File: config.mk
export PLATFORM = sky130hd
export DESIGN_NAME = ed565_diffuse
export DESIGN_NICKNAME = d
export VERILOG_FILES = /design/src/rtl/ed565_pkg.sv /design/src/rtl/ed565_diffuse.sv
export SDC_FILE = /design/constraint.sdc
export NUM_CORES = 1
export LEC_CHECK = 0
export BUFFER_PORTS_ARGS = -buffer_cell sky130_fd_sc_hd__buf_2
export CAP_MARGIN = 5
export CORE_UTILIZATION = 46
export DETAILED_ROUTE_END_ITERATION = 10
export GPL_ROUTABILITY_DRIVEN = 0
export GPL_TIMING_DRIVEN = 0
export MAX_ROUTING_LAYER = met4
export PLACE_DENSITY = 0.68
export REMOVE_ABC_BUFFERS = 1
export SLEW_MARGIN = 30
export SYNTH_ARGS = -nofsm -noshare
export SYNTH_HDL_FRONTEND = slang
export SYNTH_SLANG_ARGS = --single-unit
File: constraint.sdc
create_clock -name aclk -period 10.6 [get_ports aclk]
set_clock_uncertainty 0.15 [all_clocks]
set_input_delay 0.53 -clock aclk [delete_from_list [all_inputs] [get_ports aclk]]
set_output_delay 0.53 -clock aclk [all_outputs]
set_load 0.02 [all_outputs]
File: src/rtl/ed565_pkg.sv
// ----------------------------------------------------------------------------
// ed565_pkg
// Shared constants, types and channel arithmetic for the RGB565 error
// diffusion unit.
// ----------------------------------------------------------------------------
`default_nettype none

package ed565_pkg;

    localparam int MAX_WIDTH  = 1024;
    localparam int MAX_HEIGHT = 4096;
    localparam int COL_W      = $clog2(MAX_WIDTH);
    localparam int CNT_W      = COL_W + 1;
    localparam int ROW_W      = $clog2(MAX_HEIGHT);
    localparam int WIDTH_W    = 11;
    localparam int HEIGHT_W   = 13;
    localparam int CFG_W      = 13;
    localparam int CFG_IDX_W  = 1;
    localparam int PIX_W      = 8;
    localparam int NUM_CH     = 3;
    localparam int ERR_W      = 8;
    localparam int DIFF_W     = 5;

    localparam int CH_RED     = 0;
    localparam int CH_GREEN   = 1;
    localparam int CH_BLUE    = 2;

    typedef enum logic [CFG_IDX_W-1:0] {
        REG_IMAGE_WIDTH  = 1'b0,
        REG_IMAGE_HEIGHT = 1'b1
    } cfg_index_t;

    typedef logic [PIX_W-1:0] pix_t;
    typedef pix_t [NUM_CH-1:0] pix_vec_t;

    // Two's complement error in sixteenths of a code step.
    typedef logic [ERR_W-1:0] err_t;
    typedef err_t [NUM_CH-1:0] err_vec_t;

    typedef logic [DIFF_W-1:0] diff_t;

    typedef struct packed {
        logic [COL_W-1:0] col;
        logic             last_col;
        logic             last_row;
    } pos_t;

    typedef struct packed {
        pix_t  value;
        diff_t diff;
    } chan_res_t;

    function automatic err_t ext_diff(input diff_t d);
        return {{(ERR_W-DIFF_W){d[DIFF_W-1]}}, d};
    endfunction

    function automatic chan_res_t dither_chan(input pix_t pix, input err_t cur,
                                              input err_t carry, input logic six_bits);
        logic [ERR_W:0]   e16;
        logic             adj;
        logic [4:0]       q;
        logic [9:0]       sum;
        pix_t             clamped;
        pix_t             outv;
        logic [PIX_W:0]   diff_full;
        chan_res_t        res;
        e16 = {cur[ERR_W-1], cur} + {carry[ERR_W-1], carry};
        // Division by sixteen rounds toward zero, so negative values with a
        // fractional part move up by one.
        adj = e16[ERR_W] & (|e16[3:0]);
        q = e16[ERR_W:4] + {4'b0000, adj};
        sum = {2'b00, pix} + {{5{q[4]}}, q};
        if (sum[9]) begin
            clamped = '0;
        end else if (sum[8]) begin
            clamped = '1;
        end else begin
            clamped = sum[7:0];
        end
        if (six_bits) begin
            outv = {clamped[7:2], clamped[7:6]};
        end else begin
            outv = {clamped[7:3], clamped[7:5]};
        end
        diff_full = {1'b0, clamped} - {1'b0, outv};
        res.value = outv;
        res.diff = diff_full[DIFF_W-1:0];
        return res;
    endfunction

endpackage

`default_nettype wire

File: src/rtl/ed565_diffuse.sv
// ----------------------------------------------------------------------------
// ed565_diffuse
// Per-pixel quantization and error spreading, with the carried error, the
// next-row partial sums and the valid extent of the row memory.
// ----------------------------------------------------------------------------
`default_nettype none

module ed565_diffuse (
    input  wire logic                        aclk,
    input  wire logic                        aresetn,
    input  wire logic                        fire,
    input  wire ed565_pkg::pos_t             pos,
    input  wire ed565_pkg::pix_vec_t         pix,
    input  wire ed565_pkg::err_vec_t         mem_q,
    output ed565_pkg::pix_vec_t              pix_out,
    output logic                             wr_en,
    output logic [ed565_pkg::COL_W-1:0]      wr_addr,
    output ed565_pkg::err_vec_t              wr_data
);

    ed565_pkg::err_vec_t           carry_reg;
    ed565_pkg::err_vec_t           carry_next;
    ed565_pkg::err_vec_t           acc_lo_reg;
    ed565_pkg::err_vec_t           acc_lo_next;
    ed565_pkg::err_vec_t           acc_hi_reg;
    ed565_pkg::err_vec_t           acc_hi_next;
    ed565_pkg::err_vec_t           tail_reg;
    logic [ed565_pkg::CNT_W-1:0]   fill_reg;
    logic [ed565_pkg::CNT_W-1:0]   fill_next;
    logic [ed565_pkg::CNT_W-1:0]   col_ext;
    logic [ed565_pkg::CNT_W-1:0]   col_plus;
    ed565_pkg::err_vec_t           cur_err;
    ed565_pkg::err_vec_t           fwd_err;

    // Entries below the fill count were written during the previous row; the
    // last of them is still held in the tail register.
    always_comb begin
        col_ext  = ed565_pkg::CNT_W'(pos.col);
        col_plus = col_ext + ed565_pkg::CNT_W'(1);
        if (col_ext >= fill_reg) begin
            cur_err = '0;
        end else if (col_plus == fill_reg) begin
            cur_err = tail_reg;
        end else begin
            cur_err = mem_q;
        end
    end

    always_comb begin
        ed565_pkg::chan_res_t res;
        ed565_pkg::err_t      d;
        for (int c = 0; c < ed565_pkg::NUM_CH; c++) begin
            res = ed565_pkg::dither_chan(pix[c], cur_err[c], carry_reg[c],
                                         (c == ed565_pkg::CH_GREEN));
            d = ed565_pkg::ext_diff(res.diff);
            pix_out[c]     = res.value;
            carry_next[c]  = pos.last_col ? '0 : ((d <<< 3) - d);
            wr_data[c]     = acc_lo_reg[c] + ((d <<< 1) + d);
            fwd_err[c]     = acc_hi_reg[c] + ((d <<< 2) + d);
            acc_hi_next[c] = pos.last_col ? '0 : d;
        end
        acc_lo_next = fwd_err;
        fill_next   = fill_reg;
        if (pos.last_col) begin
            fill_next = pos.last_row ? '0 : col_plus;
        end
        wr_en   = fire && (pos.col != '0);
        wr_addr = pos.col - ed565_pkg::COL_W'(1);
    end

    always_ff @(posedge aclk) begin
        if (!aresetn) begin
            carry_reg  <= '0;
            acc_hi_reg <= '0;
            fill_reg   <= '0;
        end else if (fire) begin
            carry_reg  <= carry_next;
            acc_hi_reg <= acc_hi_next;
            fill_reg   <= fill_next;
        end
    end

    always_ff @(posedge aclk) begin
        if (fire) begin
            acc_lo_reg <= acc_lo_next;
            if (pos.last_col) begin
                tail_reg <= fwd_err;
            end
        end
    end

endmodule

`default_nettype wire

After elaboration in Yosys (flattened, before gate mapping) --
Index checks and enable logic that the tools add are counted.
Cells by class: multiplexer cells 15, bitwise logic cells 3, order comparisons 1, reduce and logical (&&, ||, !) cells 6, $add $sub $neg 29, equality and inequality tests 1
Operators by type and width (number):
- $mux 8 | 12
- $add 8x8->8 | 6
- $mux 24 | 2
- $add 9x5->10 | 3
- $add 8x8->9 | 3
- $add 7x5->8 | 3
- $sub 8x8->8 | 3
- $add 6x5->7 | 3
- $add 5x1->5 | 3
- $sub 5x5->5 | 3
- $reduce_or 4->1 | 3
- $add 10x1->11 const B | 1
- $eq 11x11->1 | 1
- $ge 10x11->1 | 1
- $mux 11 | 1
- $reduce_bool 10->1 | 1
- $sub 10x1->10 const B | 1
- $and 1x1->1 | 3
- $reduce_and 2->1 | 1
- $logic_and 1x1->1 | 1
Storage, ports and cells: logic and storage cells 68, bits of input ports 63, bits in registers 107, output and inout bits 59

Depth between registers and ports, before layout --
depth after elaboration 14, depth in mapped cells 47, gate-level depth less buffers 45

Worst setup path after synthesis --
No wires, ideal clock.
path type in2out, start point in pos[2] (netlist name), end point out wr_data[7] (netlist name), data required time 9920 ps, slack -654 ps, arrival 10574 ps, cell stages on the path 46, buffers on the path 3, path through ha_1 nand4_1 or4_1 xor2_1 nand4_1 or4b_4 buf_6 buf_12 mux2i_1 nor2_1 ha_1 fa_1 a21o_1 nand3_1 a21oi_1 o41ai_4 o41a_1 ha_1 [... 10 more ...] o41ai_1 nor2b_1 nor2_1 xor2_2 a21oi_1 ha_1 fa_1 fa_1 clkbuf_1 inv_1 ha_1 xor2_1 ha_1 inv_1 o21bai_1 a21oi_1 o21ai_0 xnor2_1
RTL lines:
- from (decl) | line ed565_diffuse.sv:12 | input wire ed565_pkg::pos_t pos,
- to (decl) | line ed565_diffuse.sv:18 | output ed565_pkg::err_vec_t wr_data

==> run_results.csv <==
group,metric,value,unit
outcome,outcome,"complete, but fails checks",
outcome,violations,"setup timing",
sta,worst_slew_pin_slew,0.8827,ns
grt,globalRouteMet1Util,27.05,%
worst_setup_path,path_buf_inv,4,
cts,clk_latency,0.35,ns
sta,fin_ws,-0.04276,ns
worst_setup_path,crit_top_cell,"ha_4",
grt,busiest_layer,"met2",
cts,clk_pin_slew_worst_paths,0.06,ns
yosys,avgSynthCellArea,9.197,um^2
worst_setup_path,cp.required,9.92,ns
floorplanning,die_h,148.7,um
yosys,async_flop_share,0,%
detailed_routing,via_per_inst,5.324,
cts,cts_tree,"built",
cts,root_buffer,"clkbuf_16",
detailed_routing,first_pass_iters,4,
floorplanning,rows,53,
worst_setup_path,crit_fanout,6,
flow_run,maxCapViolCount,0,
sta,hold_viol,0,
yosys,yosysTopAreaCell,"ha_1",
sta,tns,-0.07961,ns
worst_setup_path,rrSetupSlack,0.73,ns
floorplanning,floorplan.initialDensity,46.93,%
worst_setup_path,crit_type,"input port to output port",
floorplanning,ios,122,
yosys,netlist_area,9896,um^2
sta,relSlewSlack,41.15,%
worst_setup_path,cp-end-kind,"output port",
yosys,synth_top_area_share,18.71,%
cells_and_area,layout.nets,1495,
yosys,yosysMostFrequentCell,"ha_1",
detailed_routing,totalWireLength,23810,um
sta,min_period,10.64,ns
grt,grt.overflow.total,0,
detailed_routing,ant_nets,0,
detailed_routing,num_vias,8177,
floorplanning,dieWidth,148.7,um
cts,cts_buffer_depth,2,
detailed_routing,drt-initial-drc-count,260,
yosys,synth_warnings,0,
detailed_routing,wl_per_cell,15.50,um
yosys,synth_seq_cells,93,
grt,grt_max_degree,46,
grt,grt_pass1_vias,7928,
cells_and_area,areaGrowthSynthToFinish,23.77,%
worst_setup_path,critPathTopFamily,"adder cells",
cells_and_area,fillers,1870,
yosys,postSynthCellCount,1076,
cells_and_area,regArea,2342,um^2
cells_and_area,drive_above_1_share,27.44,%
yosys,seq_area_frac_synth,23.67,%
worst_setup_path,critPathMaxStageDelay,0.65,ns
grt,grt_pass1_wl,37570,um
sta,slew_viol_final,0,
worst_hold_path,hold_path_class,"input port to flop",
yosys,synth_enable_flop_cells,48,
sta,fin_crit_sh,100.4,%
cts,htree_levels,3,
sta,hold_slack,0.3730,ns
worst_setup_path,worst_setup_path_start_kind,"input port",
cells_and_area,multi_input_area,7547,um^2
floorplanning,die_area,22100,um^2
sta,setup_viol,2,
worst_setup_path,crit_arrival,9.96,ns
grt,use_met2,38.43,%
detailed_routing,drc,0,
cts,postCtsHoldBufs,0,
placement,hpwl,16440,um
grt,grt_usage,21.88,%
yosys,synthDistinctLibCells,74,
grt,antenna_found_initial,0,
floorplanning,core,21090,um^2
yosys,synth_commonest_cells,"ha_1 (148), inv_1 (105), nor2_1 (85)",
yosys,ys.flop_type,"edfxtp_1",
cells_and_area,n_antenna_cell,0,
yosys,synth.area.top_cells,"ha_1 (19%), edfxtp_1 (15%), dfxtp_1 (9.1%)",
placement,place.port_buffers,121,
cts,cts.sinks,93,
worst_setup_path,slowest_stage,"or4b_4",
sta,rsz0062_at_grt,"true",
cts,cts-buffers-inserted,9,
cells_and_area,final_core_utilization,58.08,%
sta,max_freq,93.96,MHz
grt,grt_util_met3,1.718,%
==> metrics by stage <==
step	std cells	setup slack (ns)	area, um^2
3_3_place_gp	1437	-2.520	10600
3_5_place_dp	1439	-2.153	10650
4_1_cts	1495	0.0001936	11550
6_report	1536	-0.04276	12250
2_1_floorplan	1041	-0.6809	9653
5_1_grt	1536	-0.3785	12250
==> worst min-delay path, delay by kind of cell <==
kind	cells	cell delay, ns
buf+inv	1	0.09
compound gates	1	0.11
simple gates	2	0.10
==> routing by layer <==
layer  share of wire, %  vias to the layer above
li1                   -                     4137
met1                 46                     3885
met2                 50                      136
met3                2.7                       19
met4                1.2                        0
met5                  0                        -
==> final timing paths <==
check	startpoint	end	cells after the start
max	pos[3]	wr_data[6]	46
max reg2reg	fill_reg[6]	acc_lo_reg[7]	48
min	pos[2]	fill_reg[0]	4
min reg2reg	fill_reg[0]	fill_reg[0]	2
==> layout by cell type (no fill, tap or decap), drive strengths merged, types with 3 or more instances in the layout <==
master and count:
buf 199, ha 148, inv 105, nor2 85, a21oi 85, xnor2 68, xor2 53, edfxtp 48
dfxtp 45, nor2b 38, mux2i 37, nand2 35, a21o 28, fa 28, o21ai 24, o21bai 21
o22ai 20, and2 20, nand3 17, nor3 15, nand2b 14, clkbuf 13, a211oi 11, o21a 8
or2 6, a22oi 6, a31oi 6, o31ai 6, a31o 5, nor4 5, clkinv 5, o211ai 4
nand4 3, a2111oi 3, nor3b 3
==> cell type report <==
type                       count  area share (%)
inverter                     105           3.238
tap                          275           2.809
timing repair buffer         203           10.72
clock inverter                 7          0.6538
clock buffer                   9           1.839
sequential                    93           19.12
multi-input combinational    844           61.62
==> cells by family after synthesis <==
| logic type | Yosys count | share of synthesized area [%] |
|---|---|---|
| AND/OR/NAND/NOR | 255 | 13.14 |
| AO/OA/AOI/OAI | 249 | 16.64 |
| buffers and inverters | 140 | 6.436 |
| multiplexers | 38 | 3.856 |
| adder cells (fa/ha/maj) | 178 | 24.58 |
| XOR/XNOR | 123 | 11.68 |
| flip-flops | 93 | 23.67 |
==> what timing repair did <==
action                     in CTS  in global routing
gates resized for setup        66                 88
setup buffers                  39                 41
gates cloned                    1                  0
setup endpoints to repair      46                 23
pin swaps                      25                 56
hold endpoints to repair        0                  0
Power is not shown: default switching activity piles up to over one toggle a cycle in this logic, so the estimate is an artifact.
