$ cat src/rtl/ed565_pkg.sv
// ----------------------------------------------------------------------------
// ed565_pkg
// Shared constants, types and channel arithmetic for the RGB565 error
// diffusion unit.
// ----------------------------------------------------------------------------
`default_nettype none

package ed565_pkg;

    localparam int MAX_WIDTH  = 1024;
    localparam int MAX_HEIGHT = 4096;
    localparam int COL_W      = $clog2(MAX_WIDTH);
    localparam int CNT_W      = COL_W + 1;
    localparam int ROW_W      = $clog2(MAX_HEIGHT);
    localparam int WIDTH_W    = 11;
    localparam int HEIGHT_W   = 13;
    localparam int CFG_W      = 13;
    localparam int CFG_IDX_W  = 1;
    localparam int PIX_W      = 8;
    localparam int NUM_CH     = 3;
    localparam int ERR_W      = 8;
    localparam int DIFF_W     = 5;

    localparam int CH_RED     = 0;
    localparam int CH_GREEN   = 1;
    localparam int CH_BLUE    = 2;

    typedef enum logic [CFG_IDX_W-1:0] {
        REG_IMAGE_WIDTH  = 1'b0,
        REG_IMAGE_HEIGHT = 1'b1
    } cfg_index_t;

    typedef logic [PIX_W-1:0] pix_t;
    typedef pix_t [NUM_CH-1:0] pix_vec_t;

    // Two's complement error in sixteenths of a code step.
    typedef logic [ERR_W-1:0] err_t;
    typedef err_t [NUM_CH-1:0] err_vec_t;

    typedef logic [DIFF_W-1:0] diff_t;

    typedef struct packed {
        logic [COL_W-1:0] col;
        logic             last_col;
        logic             last_row;
    } pos_t;

    typedef struct packed {
        pix_t  value;
        diff_t diff;
    } chan_res_t;

    function automatic err_t ext_diff(input diff_t d);
        return {{(ERR_W-DIFF_W){d[DIFF_W-1]}}, d};
    endfunction

    function automatic chan_res_t dither_chan(input pix_t pix, input err_t cur,
                                              input err_t carry, input logic six_bits);
        logic [ERR_W:0]   e16;
        logic             adj;
        logic [4:0]       q;
        logic [9:0]       sum;
        pix_t             clamped;
        pix_t             outv;
        logic [PIX_W:0]   diff_full;
        chan_res_t        res;
        e16 = {cur[ERR_W-1], cur} + {carry[ERR_W-1], carry};
        // Division by sixteen rounds toward zero, so negative values with a
        // fractional part move up by one.
        adj = e16[ERR_W] & (|e16[3:0]);
        q = e16[ERR_W:4] + {4'b0000, adj};
        sum = {2'b00, pix} + {{5{q[4]}}, q};
        if (sum[9]) begin
            clamped = '0;
        end else if (sum[8]) begin
            clamped = '1;
        end else begin
            clamped = sum[7:0];
        end
        if (six_bits) begin
            outv = {clamped[7:2], clamped[7:6]};
        end else begin
            outv = {clamped[7:3], clamped[7:5]};
        end
        diff_full = {1'b0, clamped} - {1'b0, outv};
        res.value = outv;
        res.diff = diff_full[DIFF_W-1:0];
        return res;
    endfunction

endpackage

`default_nettype wire

$ cat src/rtl/ed565_position.sv
// ----------------------------------------------------------------------------
// ed565_position
// Image geometry registers and the raster position of the next transaction.
// ----------------------------------------------------------------------------
`default_nettype none

module ed565_position (
    input  wire logic                           aclk,
    input  wire logic                           aresetn,
    input  wire logic                           cfg_wr_en,
    input  wire logic [ed565_pkg::CFG_IDX_W-1:0] cfg_index,
    input  wire logic [ed565_pkg::CFG_W-1:0]     cfg_wdata,
    input  wire logic                           advance,
    output ed565_pkg::pos_t                     pos
);

    logic [ed565_pkg::WIDTH_W-1:0]  width_reg;
    logic [ed565_pkg::HEIGHT_W-1:0] height_reg;
    logic [ed565_pkg::COL_W-1:0]    col_reg;
    logic [ed565_pkg::COL_W-1:0]    col_next;
    logic [ed565_pkg::ROW_W-1:0]    row_reg;
    logic [ed565_pkg::ROW_W-1:0]    row_next;
    logic [ed565_pkg::WIDTH_W-1:0]  width_eff;
    logic [ed565_pkg::HEIGHT_W-1:0] height_eff;
    logic [ed565_pkg::WIDTH_W-1:0]  col_plus;
    logic [ed565_pkg::HEIGHT_W-1:0] row_plus;
    logic                           last_col;
    logic                           last_row;

    always_ff @(posedge aclk) begin
        if (!aresetn) begin
            width_reg  <= ed565_pkg::WIDTH_W'(ed565_pkg::MAX_WIDTH);
            height_reg <= ed565_pkg::HEIGHT_W'(1024);
        end else if (cfg_wr_en) begin
            unique case (ed565_pkg::cfg_index_t'(cfg_index))
                ed565_pkg::REG_IMAGE_WIDTH: begin
                    width_reg <= cfg_wdata[ed565_pkg::WIDTH_W-1:0];
                end
                ed565_pkg::REG_IMAGE_HEIGHT: begin
                    height_reg <= cfg_wdata[ed565_pkg::HEIGHT_W-1:0];
                end
            endcase
        end
    end

    always_comb begin
        if (width_reg == '0) begin
            width_eff = ed565_pkg::WIDTH_W'(1);
        end else if (width_reg > ed565_pkg::WIDTH_W'(ed565_pkg::MAX_WIDTH)) begin
            width_eff = ed565_pkg::WIDTH_W'(ed565_pkg::MAX_WIDTH);
        end else begin
            width_eff = width_reg;
        end
        if (height_reg == '0) begin
            height_eff = ed565_pkg::HEIGHT_W'(1);
        end else if (height_reg > ed565_pkg::HEIGHT_W'(ed565_pkg::MAX_HEIGHT)) begin
            height_eff = ed565_pkg::HEIGHT_W'(ed565_pkg::MAX_HEIGHT);
        end else begin
            height_eff = height_reg;
        end
        col_plus = ed565_pkg::WIDTH_W'(col_reg) + ed565_pkg::WIDTH_W'(1);
        row_plus = ed565_pkg::HEIGHT_W'(row_reg) + ed565_pkg::HEIGHT_W'(1);
        last_col = (col_plus >= width_eff);
        last_row = (row_plus >= height_eff);
        col_next = last_col ? '0 : col_plus[ed565_pkg::COL_W-1:0];
        row_next = row_reg;
        if (last_col) begin
            row_next = last_row ? '0 : row_plus[ed565_pkg::ROW_W-1:0];
        end
    end

    always_ff @(posedge aclk) begin
        if (!aresetn) begin
            col_reg <= '0;
            row_reg <= '0;
        end else if (advance) begin
            col_reg <= col_next;
            row_reg <= row_next;
        end
    end

    assign pos.col      = col_reg;
    assign pos.last_col = last_col;
    assign pos.last_row = last_row;

endmodule

`default_nettype wire

$ cat config.mk
export PLATFORM = sky130hd
export DESIGN_NAME = ed565_position
export DESIGN_NICKNAME = d
export VERILOG_FILES = /design/src/rtl/ed565_pkg.sv /design/src/rtl/ed565_position.sv
export SDC_FILE = /design/constraint.sdc
export NUM_CORES = 1
export LEC_CHECK = 0
export BUFFER_PORTS_ARGS = -buffer_cell sky130_fd_sc_hd__buf_2
export CAP_MARGIN = 20
export CELL_PAD_IN_SITES_DETAIL_PLACEMENT = 0
export CELL_PAD_IN_SITES_GLOBAL_PLACEMENT = 1
export CORE_MARGIN = 3
export CORE_UTILIZATION = 40
export CTS_CLUSTER_DIAMETER = 40
export DETAILED_ROUTE_END_ITERATION = 12
export PLACE_DENSITY = 0.86
export SLEW_MARGIN = 10
export SYNTH_ARGS = -nofsm -noshare
export SYNTH_HDL_FRONTEND = slang
export SYNTH_SLANG_ARGS = --single-unit
$ cat constraint.sdc
create_clock -name aclk -period 2.65 [get_ports aclk]
set_input_delay 0.3975 -clock aclk [delete_from_list [all_inputs] [get_ports aclk]]
set_output_delay 0.3975 -clock aclk [all_outputs]
set_load 0.1 [all_outputs]
Yosys cells after proc, flatten, opt, wreduce, memory -nomap -nowiden
Cells that the tools add are included.
{"block": "totals", "out_inout_bits": 12, "elab_cells": 22, "ff_bits": 46}
{"block": "classes", "addsub": 2, "magnitude_cmp": 4, "n_mux": 6, "bitwise_logic": 1, "reduce_logical": 5}
{"operator": "two-way mux 13 bit", "count": 2}
{"operator": "two-way mux 11 bit", "count": 2}
{"operator": "adder 12 x 1 -> 13 bit, second input constant", "count": 1}
{"operator": ">= comparator 13 bit", "count": 1}
{"operator": "> comparator 13 bit, second input constant", "count": 1}
{"operator": "zero test 13 bit", "count": 1}
{"operator": "two-way mux 12 bit", "count": 1}
{"operator": "adder 10 x 1 -> 11 bit, second input constant", "count": 1}
{"operator": ">= comparator 11 bit", "count": 1}
{"operator": "> comparator 11 bit, second input constant", "count": 1}
{"operator": "zero test 11 bit", "count": 1}
{"operator": "two-way mux 10 bit", "count": 1}
{"operator": "AND reduction 2 bit", "count": 3}
{"operator": "NOT 1 bit", "count": 1}

Depth between registers and ports, before layout
{"block": "logic_depth", "depth_word": 5, "ltp_mapped": 13, "ltp_nobuf": 11}

Least setup slack after synthesis
No wires, ideal clock.
{"block": "synth_timing", "path_kind": "reg2out", "from": "reg col_reg[2] (netlist name)", "to": "out pos[1] (netlist name)", "setup_slack_ps": -1046, "stages_incl_launch_ff": 12, "arrival_ps": 3298, "t_required_ps": 2253, "path_cell_list": "dfxtp_1 -> buf_4 -> nand3_4 -> nor4_1 -> xor2_1 -> ha_1 -> nand4_4 -> o31a_2 -> buf_4 -> buf_4 -> nand2_1 -> buf_4"}
{"block": "synth_via", "elab_chain_len": 2}
{"element": "from (decl)", "line": "ed565_position.sv:19", "source": "logic [ed565_pkg::COL_W-1:0] col_reg;"}
{"element": "from (signal assigned)", "line": "ed565_position.sv:77", "source": "col_reg <= col_next;"}
{"element": "adder 10 x 1 -> 11 bit", "line": "ed565_position.sv:61", "source": "col_plus = ed565_pkg::WIDTH_W'(col_reg) + ed565_pkg::WIDTH_W'(1);"}
{"element": ">= comparator 11 bit", "line": "ed565_position.sv:63", "source": "last_col = (col_plus >= width_eff);"}
{"element": "to (decl)", "line": "ed565_position.sv:14", "source": "output ed565_pkg::pos_t pos"}
No other way between the ends.

==> results.ini <==
[sta]
hold_viol = 0
fin_crit_ns = 2.85
holdWs_ns = 0.328
slew_headroom_pct = 42.5
finalSetupTns_ns = -0.761
skew_ns = 0.00882
fin_crit_sh_pct = 107
setup_viol = 11
tightest_slew_ns = 0.862
setup_ws_ns = -0.198
rsz0062_at_grt = true
max_freq_ghz = 0.351
maxSlewViolCount = 0

[global_route]
antenna_found_initial = 0
met3_usage_pct = 2.84
busiest_layer = met2
use_met2_pct = 34.3
grt_max_degree = 33
use_met1_pct = 29.5
overflow = 0
grt_pass1_wl_mm = 14.9
grt_util_all_layers_pct = 21.3
grt_pass1_vias = 3095

[clocking]
cts_buffer_depth = 2
cts.sinks = 46
cts_tree = done
clk_latency_ns = 0.30
cts_buffers = 5
htreeDepth = 2
cts_root_buf = clkbuf_8
clkTransAtPathRegs_ns = 0.10

[worst_setup_path]
crit_required_ns = 2.25
cp_max_fo = 4
r2r_end = col_reg[5]$_SDFFE_PN0P_
cp.arrival_ns = 2.45
startpoint_type = flip-flop
ff2ff_setup_slack_ns = -0.08
path_class = reg2out
worstReg2RegStart = col_reg[0]$_SDFFE_PN0P_
critPathCaptureType = output port
ff2ff_path_depth = 12

[yosys]
synth_top_area_share_pct = 30.6
yosysTopAreaCell = dfxtp_1
yosysWarnings = 0
yosysUniqueCellTypes = 52
async_reset_ff_share_pct = 0
synth_area_per_cell_sq_um = 7.79
synth_edf_count = 0
yosysSeqAreaShare_pct = 30.6
yosys_register_bits = 46
synth_area_leaders = dfxtp_1 (31%), nand2_1 (13%), ha_1 (11%), a21oi_1 (6.7%), xor2_1 (2.9%)
syn_area_sq_um = 3010
syn_nets = 430
syn_inst = 386
ys.flop_type = dfxtp_1

[power]
power_leakage_nw = 1.89
peakVddDrop_mv = 0.212
power_density_nw_per_um2 = 352

[worst_hold_path]
worstHoldPathType = in2reg
holdPathStages = 3
whs_endpoint = height_reg[12]$_SDFFE_PN0P_
worstHoldStart = cfg_wdata[12]

[placed_design]
dpl.hpwl_mm = 6.26
place_congestion = 0.866
portBuffers = 29
place_inst = 520

[route]
wl_mm = 10.1
antenna_left = 0
num_vias = 3266
drtIter0Drc = 232
route.detailed.drc = 0
post_drt_wl_per_cell_um = 17.7
drtPass1Iterations = 5
via_per_inst = 5.74

[layout]
diodes = 0
area_growth_pct = 45.3
finalNonFillerCells = 569
utilization_pct = 61.9
layout-drive-gt1-share_pct = 39.1
nNetsFinal = 516
largest_reg_flops = 13
fill_cells = 597

[run_status]
violations = negative setup slack
status = finished, violations left

[floorplan]
placementRows = 30
die_y_um = 92.7
core_sq_um = 7060
fp.dieW_um = 92.7
start_util_pct = 42.6
ios = 30
die_area_sq_um = 8600

[job]
cap_violations = 0

routing by layer:
layer	vias up	share of wire [%]
met2	132	47
met3	30	6.4
met4	0	2.9
li1	1565	-
met5	-	0
met1	1539	44
final cells by class:
| class | instances | area, sq um | area share (%) |
|---|---|---|---|
| multi-input combinational | 312 | 2370 | 54.3 |
| sequential | 46 | 982 | 22.5 |
| timing repair buffer | 102 | 785 | 18.0 |
| clock inverter | 3 | 25.0 | 0.573 |
| clock buffer | 5 | 68.8 | 1.57 |
| inverter | 5 | 18.8 | 0.429 |
| tap | 96 | 120 | 2.75 |
worst max-delay path, cell delays in order, from the launching register on:
cell,delay [ns]
dfxtp_4,0.39
nand3_4,0.12
buf_6,0.15
nor3_4,0.23
xor2_1,0.20
ha_1,0.29
and4_1,0.18
o211a_4,0.15
a21oi_4,0.18
nand2_4,0.08
buf_12,0.17
Yosys cell counts, drive strengths merged, types with 7 or more instances:
| library cell | number |
|---|---|
| nand2 | 107 |
| dfxtp | 46 |
| a21oi | 42 |
| ha | 26 |
| nand3 | 14 |
| nand4 | 14 |
| clkbuf | 13 |
| nor2 | 11 |
| buf | 10 |
| xor2 | 10 |
| xnor2 | 8 |
| o22ai | 7 |
per-stage QoR:
step / cell area [sq um] / power, W / setup WS (ns)
floorplan: 3210 / 0.000948 / -0.156
global placement: 3570 / 0.00101 / -0.0304
detailed placement: 3570 / 0.00102 / -0.0643
CTS: 4020 / 0.00150 / -0.187
global route: 4370 / 0.00160 / -0.309
finish: 4370 / 0.00154 / -0.198
layout by cell type, fill, tap and decap left out, types with 7 or more instances in the layout:
cell,count
nor2_1,7
buf_4,60
dfxtp_1,27
xnor2_1,7
nand3_1,11
nand4_1,13
dfxtp_4,15
buf_6,11
a21oi_1,35
buf_2,27
ha_1,20
xor2_1,8
nand2_1,101
kinds of logic after synthesis:
family / after synthesis / share of synthesized area [%]
AO/OA/AOI/OAI: 87 / 19.6
XOR/XNOR: 18 / 5.24
adder cells (fa/ha/maj): 26 / 10.8
buffers and inverters: 28 / 4.49
flip-flops: 46 / 30.6
AND/OR/NAND/NOR: 181 / 29.2
worst max-delay path by stage:
| stage | start | end | slack (ns) | cells after the start |
|---|---|---|---|---|
| finish | row_reg[3]$_SDFFE_PN0P_ | pos[0] | -0.20 | 10 |
| global route | col_reg[0]$_SDFFE_PN0P_ | pos[1] | -0.31 | 10 |
| CTS | row_reg[1]$_SDFFE_PN0P_ | pos[0] | -0.19 | 10 |
| detailed placement | col_reg[0]$_SDFFE_PN0P_ | col_reg[5]$_SDFFE_PN0P_ | -0.06 | 11 |
| global placement | row_reg[0]$_SDFFE_PN0P_ | pos[0] | -0.03 | 10 |
| floorplan | col_reg[0]$_SDFFE_PN0P_ | pos[1] | -0.16 | 11 |
power by group:
group	internal, W	leakage, nW	total (W)	switching (W)
clock	0.000191	0.0447	0.000467	0.000276
sequential	0.000700	0.388	0.000720	0.0000197
combinational	0.000139	1.46	0.000350	0.000212
repair_timing:
item	CTS	global route
setup buffers	32	11
pin swaps	19	29
hold buffers	0	0
gates resized for setup	25	48
endpoints found under the setup margin	11	24
Power figures use the tool's default switching activity.
